`src/rtl/dual_band_fir_mixer_defines.svh`:
```
// ---------------------------------------------------------------------------
// dual_band_fir_mixer_defines.svh
// Assertion macros used by the mixer top level.
// ---------------------------------------------------------------------------
`ifndef DUAL_BAND_FIR_MIXER_DEFINES_SVH
`define DUAL_BAND_FIR_MIXER_DEFINES_SVH

// Same-cycle implication, held off during reset
`define DBFM_ASSERT_IMP(label, clk, rst_n, ante, cons) \
    label: assert property (@(posedge clk) disable iff (!rst_n) (ante) |-> (cons)) \
        else $error("dbfm: implication check failed");

// Next-cycle implication, held off during reset
`define DBFM_ASSERT_NXT(label, clk, rst_n, ante, cons) \
    label: assert property (@(posedge clk) disable iff (!rst_n) (ante) |=> (cons)) \
        else $error("dbfm: next-cycle check failed");

`endif

```
`src/rtl/dbfm_pkg.sv`:
```
// ---------------------------------------------------------------------------
// dbfm_pkg
// Types, widths and coefficient tables for the dual-band FIR mixer.
// ---------------------------------------------------------------------------
`timescale 1ns / 1ps
`default_nettype none

package dbfm_pkg;

    localparam int TAP_COUNT = 7;
    localparam int ADDR_W    = 3;
    localparam int SAMPLE_W  = 16;
    localparam int COEF_W    = 16;
    localparam int GAIN_W    = 16;
    localparam int ACC_W     = 32;                  // 7 taps of Q2.13 x Q1.15 fit
    localparam int PROD_W    = ACC_W + GAIN_W + 1;  // signed acc x unsigned gain
    localparam int MIX_W     = PROD_W + 1;
    localparam int SHIFT     = 32;                  // halve and return to Q.13
    localparam int Q_W       = MIX_W - SHIFT;
    localparam int OUT_SUM_W = Q_W + 1;
    localparam int CFG_IDX_W = 1;

    localparam logic [GAIN_W-1:0]          GAIN_RESET = 16'd32768;
    localparam logic signed [MIX_W-1:0]    ROUND_HALF = MIX_W'(64'sd1 <<< (SHIFT - 1));
    localparam logic signed [OUT_SUM_W-1:0] OFFSET_Q13 = OUT_SUM_W'(13517);
    localparam logic signed [OUT_SUM_W-1:0] SAT_MAX    = OUT_SUM_W'(32767);
    localparam logic signed [OUT_SUM_W-1:0] SAT_MIN    = -OUT_SUM_W'(32768);
    localparam logic [ADDR_W-1:0]          LAST_ADDR  = ADDR_W'(TAP_COUNT - 1);

    // Q1.15 coefficient tables, index 0 meets the newest sample
    localparam logic signed [COEF_W-1:0] LP_TAPS [TAP_COUNT] = '{
        16'sd2569, 16'sd5803, 16'sd7214, 16'sd9041, 16'sd7214, 16'sd5803, 16'sd2569
    };
    localparam logic signed [COEF_W-1:0] HP_TAPS [TAP_COUNT] = '{
        -16'sd2902, 16'sd6554, -16'sd4355, 16'sd25413, -16'sd4355, -16'sd6554,
        -16'sd2902
    };

    typedef enum logic [CFG_IDX_W-1:0] {
        CFG_LOW_GAIN  = 1'b0,
        CFG_HIGH_GAIN = 1'b1
    } t_cfg_idx;

    typedef enum logic [2:0] {
        S_IDLE,
        S_TAPS,
        S_FLUSH,
        S_GAIN,
        S_MIX
    } t_state;

    typedef struct packed {
        logic                       wr_en;
        logic [ADDR_W-1:0]          wr_addr;
        logic signed [SAMPLE_W-1:0] wr_data;
        logic                       rd_en;
        logic [ADDR_W-1:0]          rd_addr;
    } t_mem_req;

    typedef struct packed {
        logic busy;
        logic mixing;
    } t_dp_status;

endpackage

`default_nettype wire

```
`src/rtl/dbfm_delay_mem.sv`:
```
// ---------------------------------------------------------------------------
// dbfm_delay_mem
// Delay-line store: one write and one registered read per cycle. Entries
// not yet written since reset read as zero through per-entry valid bits.
// ---------------------------------------------------------------------------
`timescale 1ns / 1ps
`default_nettype none

module dbfm_delay_mem (
    input  wire                                   i_clk,
    input  wire                                   i_rst_n,
    input  dbfm_pkg::t_mem_req                    i_req,
    output logic signed [dbfm_pkg::SAMPLE_W-1:0] o_rd_data
);

    logic signed [dbfm_pkg::SAMPLE_W-1:0] r_mem [dbfm_pkg::TAP_COUNT];
    logic [dbfm_pkg::TAP_COUNT-1:0]       r_valid;
    logic signed [dbfm_pkg::SAMPLE_W-1:0] r_rd_data;
    logic                                 r_rd_valid;

    // Write port
    always_ff @(posedge i_clk) begin
        if (i_req.wr_en) begin
            r_mem[i_req.wr_addr] <= i_req.wr_data;
        end
    end

    // Mark written entries
    always_ff @(posedge i_clk) begin
        if (!i_rst_n) begin
            r_valid <= '0;
        end else if (i_req.wr_en) begin
            r_valid[i_req.wr_addr] <= 1'b1;
        end
    end

    // Registered read port
    always_ff @(posedge i_clk) begin
        if (i_req.rd_en) begin
            r_rd_data  <= r_mem[i_req.rd_addr];
            r_rd_valid <= r_valid[i_req.rd_addr];
        end
    end

    // Unwritten entries read as zero
    assign o_rd_data = r_rd_valid ? r_rd_data : '0;

endmodule

`default_nettype wire

```
`src/rtl/dbfm_datapath.sv`:
```
// ---------------------------------------------------------------------------
// dbfm_datapath
// Sequencer and shared multiply-accumulate: walks the delay line newest
// first, accumulates both bands, applies gains, rounds, offsets, saturates.
// ---------------------------------------------------------------------------
`timescale 1ns / 1ps
`default_nettype none

module dbfm_datapath (
    input  wire                                   i_clk,
    input  wire                                   i_rst_n,
    input  wire                                   i_in_valid,
    output logic                                  o_in_ready,
    input  wire signed [dbfm_pkg::SAMPLE_W-1:0]   i_sample,
    input  wire [dbfm_pkg::GAIN_W-1:0]            i_low_gain,
    input  wire [dbfm_pkg::GAIN_W-1:0]            i_high_gain,
    output dbfm_pkg::t_mem_req                    o_mem_req,
    input  wire signed [dbfm_pkg::SAMPLE_W-1:0]   i_rd_data,
    output logic                                  o_out_valid,
    input  wire                                   i_out_ready,
    output logic signed [dbfm_pkg::SAMPLE_W-1:0] o_sample,
    output dbfm_pkg::t_dp_status                  o_status
);

    dbfm_pkg::t_state r_state, n_state;

    logic [dbfm_pkg::ADDR_W-1:0] r_wr_ptr, n_wr_ptr;
    logic [dbfm_pkg::ADDR_W-1:0] r_rd_addr, n_rd_addr;
    logic [dbfm_pkg::ADDR_W-1:0] r_tap, n_tap;
    logic [dbfm_pkg::ADDR_W-1:0] r_tap_d;
    logic                        r_acc_en;

    logic signed [dbfm_pkg::ACC_W-1:0]    r_acc_lo, r_acc_hi;
    logic signed [dbfm_pkg::PROD_W-1:0]   r_prod_lo, r_prod_hi;
    logic signed [dbfm_pkg::SAMPLE_W-1:0] r_out;
    logic                                 r_out_vld, n_out_vld;

    logic                                  w_accept;
    logic                                  w_load;
    logic                                  w_clear;
    logic signed [dbfm_pkg::ACC_W-1:0]     w_mul_lo, w_mul_hi;
    logic signed [dbfm_pkg::MIX_W-1:0]     w_mix;
    logic signed [dbfm_pkg::Q_W-1:0]       w_q13;
    logic signed [dbfm_pkg::OUT_SUM_W-1:0] w_biased;
    logic signed [dbfm_pkg::SAMPLE_W-1:0]  w_sat;

    assign o_in_ready = (r_state == dbfm_pkg::S_IDLE);
    assign w_accept   = i_in_valid && o_in_ready;
    assign w_clear    = w_accept;

    // Memory requests: write on accept, walk reads during the tap phase
    always_comb begin
        o_mem_req.wr_en   = w_accept;
        o_mem_req.wr_addr = r_wr_ptr;
        o_mem_req.wr_data = i_sample;
        o_mem_req.rd_en   = (r_state == dbfm_pkg::S_TAPS);
        o_mem_req.rd_addr = r_rd_addr;
    end

    // Next state and sequencing
    always_comb begin
        n_state   = r_state;
        n_wr_ptr  = r_wr_ptr;
        n_rd_addr = r_rd_addr;
        n_tap     = r_tap;
        w_load    = 1'b0;
        unique case (r_state)
            dbfm_pkg::S_IDLE: begin
                if (w_accept) begin
                    n_rd_addr = r_wr_ptr;
                    n_wr_ptr  = (r_wr_ptr == dbfm_pkg::LAST_ADDR) ? '0 : r_wr_ptr + 1'b1;
                    n_tap     = '0;
                    n_state   = dbfm_pkg::S_TAPS;
                end
            end
            dbfm_pkg::S_TAPS: begin
                n_rd_addr = (r_rd_addr == '0) ? dbfm_pkg::LAST_ADDR : r_rd_addr - 1'b1;
                n_tap     = r_tap + 1'b1;
                if (r_tap == dbfm_pkg::LAST_ADDR) begin
                    n_state = dbfm_pkg::S_FLUSH;
                end
            end
            dbfm_pkg::S_FLUSH: begin
                n_state = dbfm_pkg::S_GAIN;
            end
            dbfm_pkg::S_GAIN: begin
                n_state = dbfm_pkg::S_MIX;
            end
            dbfm_pkg::S_MIX: begin
                if (!r_out_vld || i_out_ready) begin
                    w_load  = 1'b1;
                    n_state = dbfm_pkg::S_IDLE;
                end
            end
            default: begin
                n_state = dbfm_pkg::S_IDLE;
            end
        endcase
    end

    // Control registers
    always_ff @(posedge i_clk) begin
        if (!i_rst_n) begin
            r_state   <= dbfm_pkg::S_IDLE;
            r_wr_ptr  <= '0;
            r_rd_addr <= '0;
            r_tap     <= '0;
            r_tap_d   <= '0;
            r_acc_en  <= 1'b0;
            r_out_vld <= 1'b0;
        end else begin
            r_state   <= n_state;
            r_wr_ptr  <= n_wr_ptr;
            r_rd_addr <= n_rd_addr;
            r_tap     <= n_tap;
            r_tap_d   <= r_tap;
            r_acc_en  <= (r_state == dbfm_pkg::S_TAPS);
            r_out_vld <= n_out_vld;
        end
    end

    // Output beat register
    always_comb begin
        n_out_vld = r_out_vld;
        if (w_load) begin
            n_out_vld = 1'b1;
        end else if (r_out_vld && i_out_ready) begin
            n_out_vld = 1'b0;
        end
    end

    // Tap products for both bands
    assign w_mul_lo = i_rd_data * dbfm_pkg::LP_TAPS[r_tap_d];
    assign w_mul_hi = i_rd_data * dbfm_pkg::HP_TAPS[r_tap_d];

    // Accumulate, one delay-line entry per cycle
    always_ff @(posedge i_clk) begin
        if (w_clear) begin
            r_acc_lo <= '0;
            r_acc_hi <= '0;
        end else if (r_acc_en) begin
            r_acc_lo <= r_acc_lo + w_mul_lo;
            r_acc_hi <= r_acc_hi + w_mul_hi;
        end
    end

    // Apply band gains
    always_ff @(posedge i_clk) begin
        if (r_state == dbfm_pkg::S_GAIN) begin
            r_prod_lo <= r_acc_lo * $signed({1'b0, i_low_gain});
            r_prod_hi <= r_acc_hi * $signed({1'b0, i_high_gain});
        end
    end

    // Sum, round half up on the shift, add offset, saturate
    always_comb begin
        w_mix    = dbfm_pkg::MIX_W'(r_prod_lo) + dbfm_pkg::MIX_W'(r_prod_hi)
                 + dbfm_pkg::ROUND_HALF;
        w_q13    = w_mix[dbfm_pkg::MIX_W-1:dbfm_pkg::SHIFT];
        w_biased = dbfm_pkg::OUT_SUM_W'(w_q13) + dbfm_pkg::OFFSET_Q13;
        if (w_biased > dbfm_pkg::SAT_MAX) begin
            w_sat = dbfm_pkg::SAMPLE_W'(dbfm_pkg::SAT_MAX);
        end else if (w_biased < dbfm_pkg::SAT_MIN) begin
            w_sat = dbfm_pkg::SAMPLE_W'(dbfm_pkg::SAT_MIN);
        end else begin
            w_sat = w_biased[dbfm_pkg::SAMPLE_W-1:0];
        end
    end

    always_ff @(posedge i_clk) begin
        if (w_load) begin
            r_out <= w_sat;
        end
    end

    assign o_out_valid     = r_out_vld;
    assign o_sample        = r_out;
    assign o_status.busy   = (r_state != dbfm_pkg::S_IDLE);
    assign o_status.mixing = (r_state == dbfm_pkg::S_MIX);

endmodule

`default_nettype wire

```
`src/rtl/dual_band_fir_mixer.sv`:
```
// An input beat is taken only in idle. The sample then passes through 7
// registered delay-line reads in the shared multiply-accumulate and the
// flush, gain and mix states; the result beat is registered as mix returns
// to idle. A finished sample holds in mix, and the input waits, while the previous
// result beat is still unaccepted. Reset (synchronous, active low) zeroes
// the delay line and sets both gains to 0.5.
// ---------------------------------------------------------------------------
// dual_band_fir_mixer
// Two-band 7-tap FIR mixer with per-band gain, offset and saturation.
// ---------------------------------------------------------------------------
`timescale 1ns / 1ps
`default_nettype none

`include "dual_band_fir_mixer_defines.svh"

module dual_band_fir_mixer (
    input  wire                              i_clk,
    input  wire                              i_rst_n,
    // config write port
    input  wire                              i_cfg_we,
    input  wire [dbfm_pkg::CFG_IDX_W-1:0]    i_cfg_idx,
    input  wire [dbfm_pkg::GAIN_W-1:0]       i_cfg_data,
    // input stream
    input  wire                              i_s_axis_tvalid,
    output logic                             o_s_axis_tready,
    input  wire signed [15:0]                i_s_axis_tdata,   // [15:0] sample_in
    // output stream
    output logic                             o_m_axis_tvalid,
    input  wire                              i_m_axis_tready,
    output logic signed [15:0]               o_m_axis_tdata    // [15:0] sample_out
);

    logic [dbfm_pkg::GAIN_W-1:0] r_low_gain;
    logic [dbfm_pkg::GAIN_W-1:0] r_high_gain;

    dbfm_pkg::t_mem_req                    w_mem_req;
    dbfm_pkg::t_dp_status                  w_status;
    logic signed [dbfm_pkg::SAMPLE_W-1:0]  w_rd_data;

    // Gain registers
    always_ff @(posedge i_clk) begin
        if (!i_rst_n) begin
            r_low_gain  <= dbfm_pkg::GAIN_RESET;
            r_high_gain <= dbfm_pkg::GAIN_RESET;
        end else if (i_cfg_we) begin
            unique case (dbfm_pkg::t_cfg_idx'(i_cfg_idx))
                dbfm_pkg::CFG_LOW_GAIN:  r_low_gain  <= i_cfg_data;
                dbfm_pkg::CFG_HIGH_GAIN: r_high_gain <= i_cfg_data;
                default: begin
                end
            endcase
        end
    end

    dbfm_delay_mem u_mem (
        .i_clk     (i_clk),
        .i_rst_n   (i_rst_n),
        .i_req     (w_mem_req),
        .o_rd_data (w_rd_data)
    );

    dbfm_datapath u_dp (
        .i_clk       (i_clk),
        .i_rst_n     (i_rst_n),
        .i_in_valid  (i_s_axis_tvalid),
        .o_in_ready  (o_s_axis_tready),
        .i_sample    (i_s_axis_tdata),
        .i_low_gain  (r_low_gain),
        .i_high_gain (r_high_gain),
        .o_mem_req   (w_mem_req),
        .i_rd_data   (w_rd_data),
        .o_out_valid (o_m_axis_tvalid),
        .i_out_ready (i_m_axis_tready),
        .o_sample    (o_m_axis_tdata),
        .o_status    (w_status)
    );

    // Checks
    `DBFM_ASSERT_NXT(a_busy_after_accept, i_clk, i_rst_n, i_s_axis_tvalid && o_s_axis_tready, w_status.busy && !o_s_axis_tready)
    `DBFM_ASSERT_IMP(a_out_from_mix, i_clk, i_rst_n, $rose(o_m_axis_tvalid), $past(w_status.mixing))
    `DBFM_ASSERT_IMP(a_read_only_busy, i_clk, i_rst_n, w_mem_req.rd_en, !o_s_axis_tready && !w_mem_req.wr_en)

endmodule

`default_nettype wire

```
`config.mk`:
```
export PLATFORM = sky130hd
export DESIGN_NAME = dual_band_fir_mixer
export DESIGN_NICKNAME = d
export VERILOG_FILES = /design/src/rtl/dbfm_pkg.sv /design/src/rtl/dbfm_delay_mem.sv /design/src/rtl/dbfm_datapath.sv /design/src/rtl/dual_band_fir_mixer.sv
export VERILOG_INCLUDE_DIRS = /design/src /design/src/rtl
export SDC_FILE = /design/constraint.sdc
export NUM_CORES = 2
export LEC_CHECK = 0
export ABC_AREA = 1
export BUFFER_PORTS_ARGS = -buffer_cell sky130_fd_sc_hd__buf_2
export CORE_MARGIN = 2
export CORE_UTILIZATION = 35
export CTS_CLUSTER_SIZE = 30
export DETAILED_ROUTE_END_ITERATION = 12
export PLACE_DENSITY_LB_ADDON = 0.05
export SLEW_MARGIN = 10
export SYNTH_ARGS = -nofsm -noshare
export SYNTH_HDL_FRONTEND = slang
export SYNTH_SLANG_ARGS = --single-unit
```
`constraint.sdc`:
```
create_clock -name i_clk -period 10.35 [get_ports i_clk]
set_input_delay 0 -clock i_clk [delete_from_list [all_inputs] [get_ports i_clk]]
set_output_delay 0 -clock i_clk [all_outputs]
set_load 0.01 [all_outputs]
```
==> impl_metrics.csv <==
group,metric,value,unit
status,outcome,"finished, final reports clean",
logic_synthesis,syn-cell-area,0.0742,mm²
logic_synthesis,synth_edf_count,243,
cells_and_area,finalNetCount,11024,
hold_path,hold_path_class,"in2reg",
floorplanning,dieArea,0.216,mm²
floorplanning,dieWidth,465,µm
place,globalplace.congestion,0.915,
floorplanning,core_area,0.211,mm²
detailed_routing,vias,54330,
place,dp.cells,11672,
detailed_routing,avgViaCountPerCell,4.60,
critical_path,arrival,8.19,ns
grt,busiest_layer,"met2",
flow_run,max_cap_viol_count,0,
timing,max_slew_margin,12.0,%
critical_path,worstPathMaxFanout,10,
clocking,numCtsBuffers,49,
cells_and_area,syn_to_final_growth,7.28,%
critical_path,worstRegToRegCells,29,
logic_synthesis,yosysWarnings,0,
critical_path,path_common_cell,"nand2_1",
logic_synthesis,netlist_instances,9029,
clocking,post-cts-setup-buffers,0,
cells_and_area,stdcell_count,11803,
cells_and_area,mostFrequentLayoutCell,"inv_1",
critical_path,end_kind,"flip-flop",
logic_synthesis,ys_types,52,
timing,rsz0062_at_grt,"no",
cells_and_area,fill_cells,22199,
grt,grt_pass1_vias,59661,
logic_synthesis,synth_seq_cells,363,
timing,fin_crit,7.63,ns
detailed_routing,drt_pre_antenna_iters,5,
detailed_routing,drt_wl_total,232,mm
clocking,insertion_delay,0.70,ns
detailed_routing,wl_per_cell,19.7,µm
timing,setup_ws,2.72,ns
critical_path,max_stage_delay,0.56,ns
grt,grt_max_degree,71,
place,dp_hpwl,192,mm
clocking,cts_root_buffer,"clkbuf_16",
place,dpl_worst_slack,2.73,ns
logic_synthesis,async_reset_ff_share,0,%
logic_synthesis,synth.yosys.seq_area_share,13.1,%
critical_path,cp-start-kind,"flip-flop",
grt,grt_util_met2,37.2,%
critical_path,cp_slowest_cell,"fa_1",
timing,tns,0,ns
timing,finalSetupViolCount,0,
hold_path,whs_path_depth,5,
critical_path,required,10.91,ns
logic_synthesis,synth_flop_cell,"edfxtp_1",
grt,grt_remaining_overflow,0,
floorplanning,io-pin-count,56,
place,numPortBuffers,55,
grt,grt_pass1_wl,365,mm
floorplanning,die_h,465,µm
clocking,htreeDepth,2,
timing,skew,0.0767,ns
critical_path,criticalPathCategory,"reg2reg",
cells_and_area,layout-drive-gt1-share,3.79,%
floorplanning,initial_core_util,35.1,%
clocking,clkTransAtPathRegs,0.06,ns
grt,antenna_found_initial,7,
detailed_routing,route.detailed.drc,0,
logic_synthesis,synth_area_per_cell,8.22,µm²
grt,grtUsageTotal,22.2,%
floorplanning,rows,169,
timing,period_share,73.7,%
clocking,cts_tree,"yes",
clocking,clk_path_buf_depth,3,
detailed_routing,drtIter0Drc,3352,
grt,gr-usage-met1,31.6,%
timing,hold_viol,0,
clocking,cts.sinks,363,
cells_and_area,final_cell_mix,"inv_1, nand2_1, fa_1, nor2_1, ha_1",
logic_synthesis,synth_nets,11113,
timing,fmax,131,MHz
detailed_routing,ant_nets,0,
timing,maxSlewViolCount,0,
grt,use_met3,1.65,%
timing,tightestPinTransition,1.32,ns
flip-flops by register name (all words and copies together) (netlist names), 3 cells and up:
| signal | cells |
|---|---|
| r_high_gain | 16 |
| u_mem.r_mem | 112 |
| r_low_gain | 16 |
| u_dp.r_state | 3 |
| u_dp.r_rd_addr | 3 |
| u_dp.r_tap | 3 |
| u_dp.r_prod_hi | 49 |
| u_dp.r_acc_hi | 32 |
| u_dp.r_prod_lo | 49 |
| u_mem.r_valid | 7 |
| u_dp.r_wr_ptr | 3 |
| u_mem.r_rd_data | 16 |
| u_dp.r_tap_d | 3 |
| u_dp.r_acc_lo | 32 |
| u_dp.o_sample | 16 |
cells in the mapped netlist (8+ instances only):
cell | n | share of area [%]
nor3_1 | 37 | 0.25
clkbuf_1 | 327 | 1.7
a21o_1 | 11 | 0.11
inv_1 | 2711 | 14
nand4_1 | 29 | 0.24
fa_1 | 1520 | 41
nand3_1 | 106 | 0.71
a21oi_1 | 272 | 1.8
dfxtp_1 | 120 | 3.2
xnor2_1 | 64 | 0.76
edfxtp_1 | 243 | 9.8
o21ai_1 | 14 | 0.094
clkinv_1 | 8 | 0.040
nor4_1 | 9 | 0.076
o21a_1 | 9 | 0.091
a21boi_0 | 12 | 0.12
a31oi_1 | 34 | 0.29
inv_2 | 9 | 0.046
nand2_2 | 34 | 0.29
xor2_1 | 103 | 1.2
ha_1 | 526 | 8.9
buf_1 | 10 | 0.051
o21ai_0 | 216 | 1.5
nor2_1 | 540 | 2.7
nor2_2 | 16 | 0.13
nand2_1 | 1900 | 9.6
o21bai_1 | 33 | 0.33
o22ai_1 | 19 | 0.16
o211ai_1 | 29 | 0.29
cells by family after synthesis:
| logic type | after synthesis | share of synthesized area, % |
|---|---|---|
| buffers and inverters | 3069 | 15.5 |
| and+or+nand+nor | 2708 | 14.5 |
| adders and majority gates | 2046 | 49.9 |
| AOI/OAI and AO/OA | 676 | 5.08 |
| DFF | 363 | 13.1 |
| xor gates and xnor gates | 167 | 1.97 |
area by class of cell:
cell class / instances / area [µm²] / area share, %
Inverter: 2729 / 10200 / 12.9
Timing Repair Buffer: 200 / 1460 / 1.83
Multi-Input combinational cell: 5597 / 53000 / 66.6
Tap cell: 2821 / 3530 / 4.43
Clock inverter: 35 / 405 / 0.509
Antenna cell: 3 / 7.51 / 0.00943
Sequential cell: 363 / 9700 / 12.2
Clock buffer: 55 / 1250 / 1.57
final timing paths:
| path | slack (ns) | start | to |
|---|---|---|---|
| hold / removal | 0.07 | i_cfg_idx | r_low_gain[3] |
| setup / recovery | 2.72 | u_dp.r_tap_d[1] | u_dp.r_acc_hi[27] |
| setup reg to reg | 2.72 | u_dp.r_tap_d[1] | u_dp.r_acc_hi[27] |
| hold reg to reg | 0.47 | u_mem.r_valid[0] | u_mem.r_valid[0] |
critical path: cells and delay by family, from the launching register on:
family,cells,cell delay (ns)
AO/OA/AOI/OAI,5,1.15
buffers and inverters,7,0.84
adder cells (fa/ha/maj),8,3.57
AND/OR/NAND/NOR,8,1.37
flip-flops,1,0.44
XOR/XNOR,1,0.13
stage by stage:
step	hold WS (ns)	util, %	instance area (µm²)
after floorplan	0.0989	-	74200
after global placement	0.260	36.7	77600
after detailed placement	0.272	36.7	77600
after CTS	0.0255	37.7	79600
after global routing	0.0840	37.7	79600
final	0.0737	37.7	79600
repair_timing:
item / in CTS / in global routing
resized for setup: 0 / 0
hold endpoints to repair: 159 / 0
hold buffers: 38 / 0
per-layer routing:
| layer | share of wire (%) | vias up |
|---|---|---|
| met4 | 1.9 | 0 |
| li1 | - | 25791 |
| met5 | 0 | - |
| met2 | 47 | 856 |
| met1 | 48 | 27515 |
| met3 | 3.1 | 168 |
Power is not shown: default switching activity piles up to over one toggle a cycle in this logic, so the estimate is an artifact.
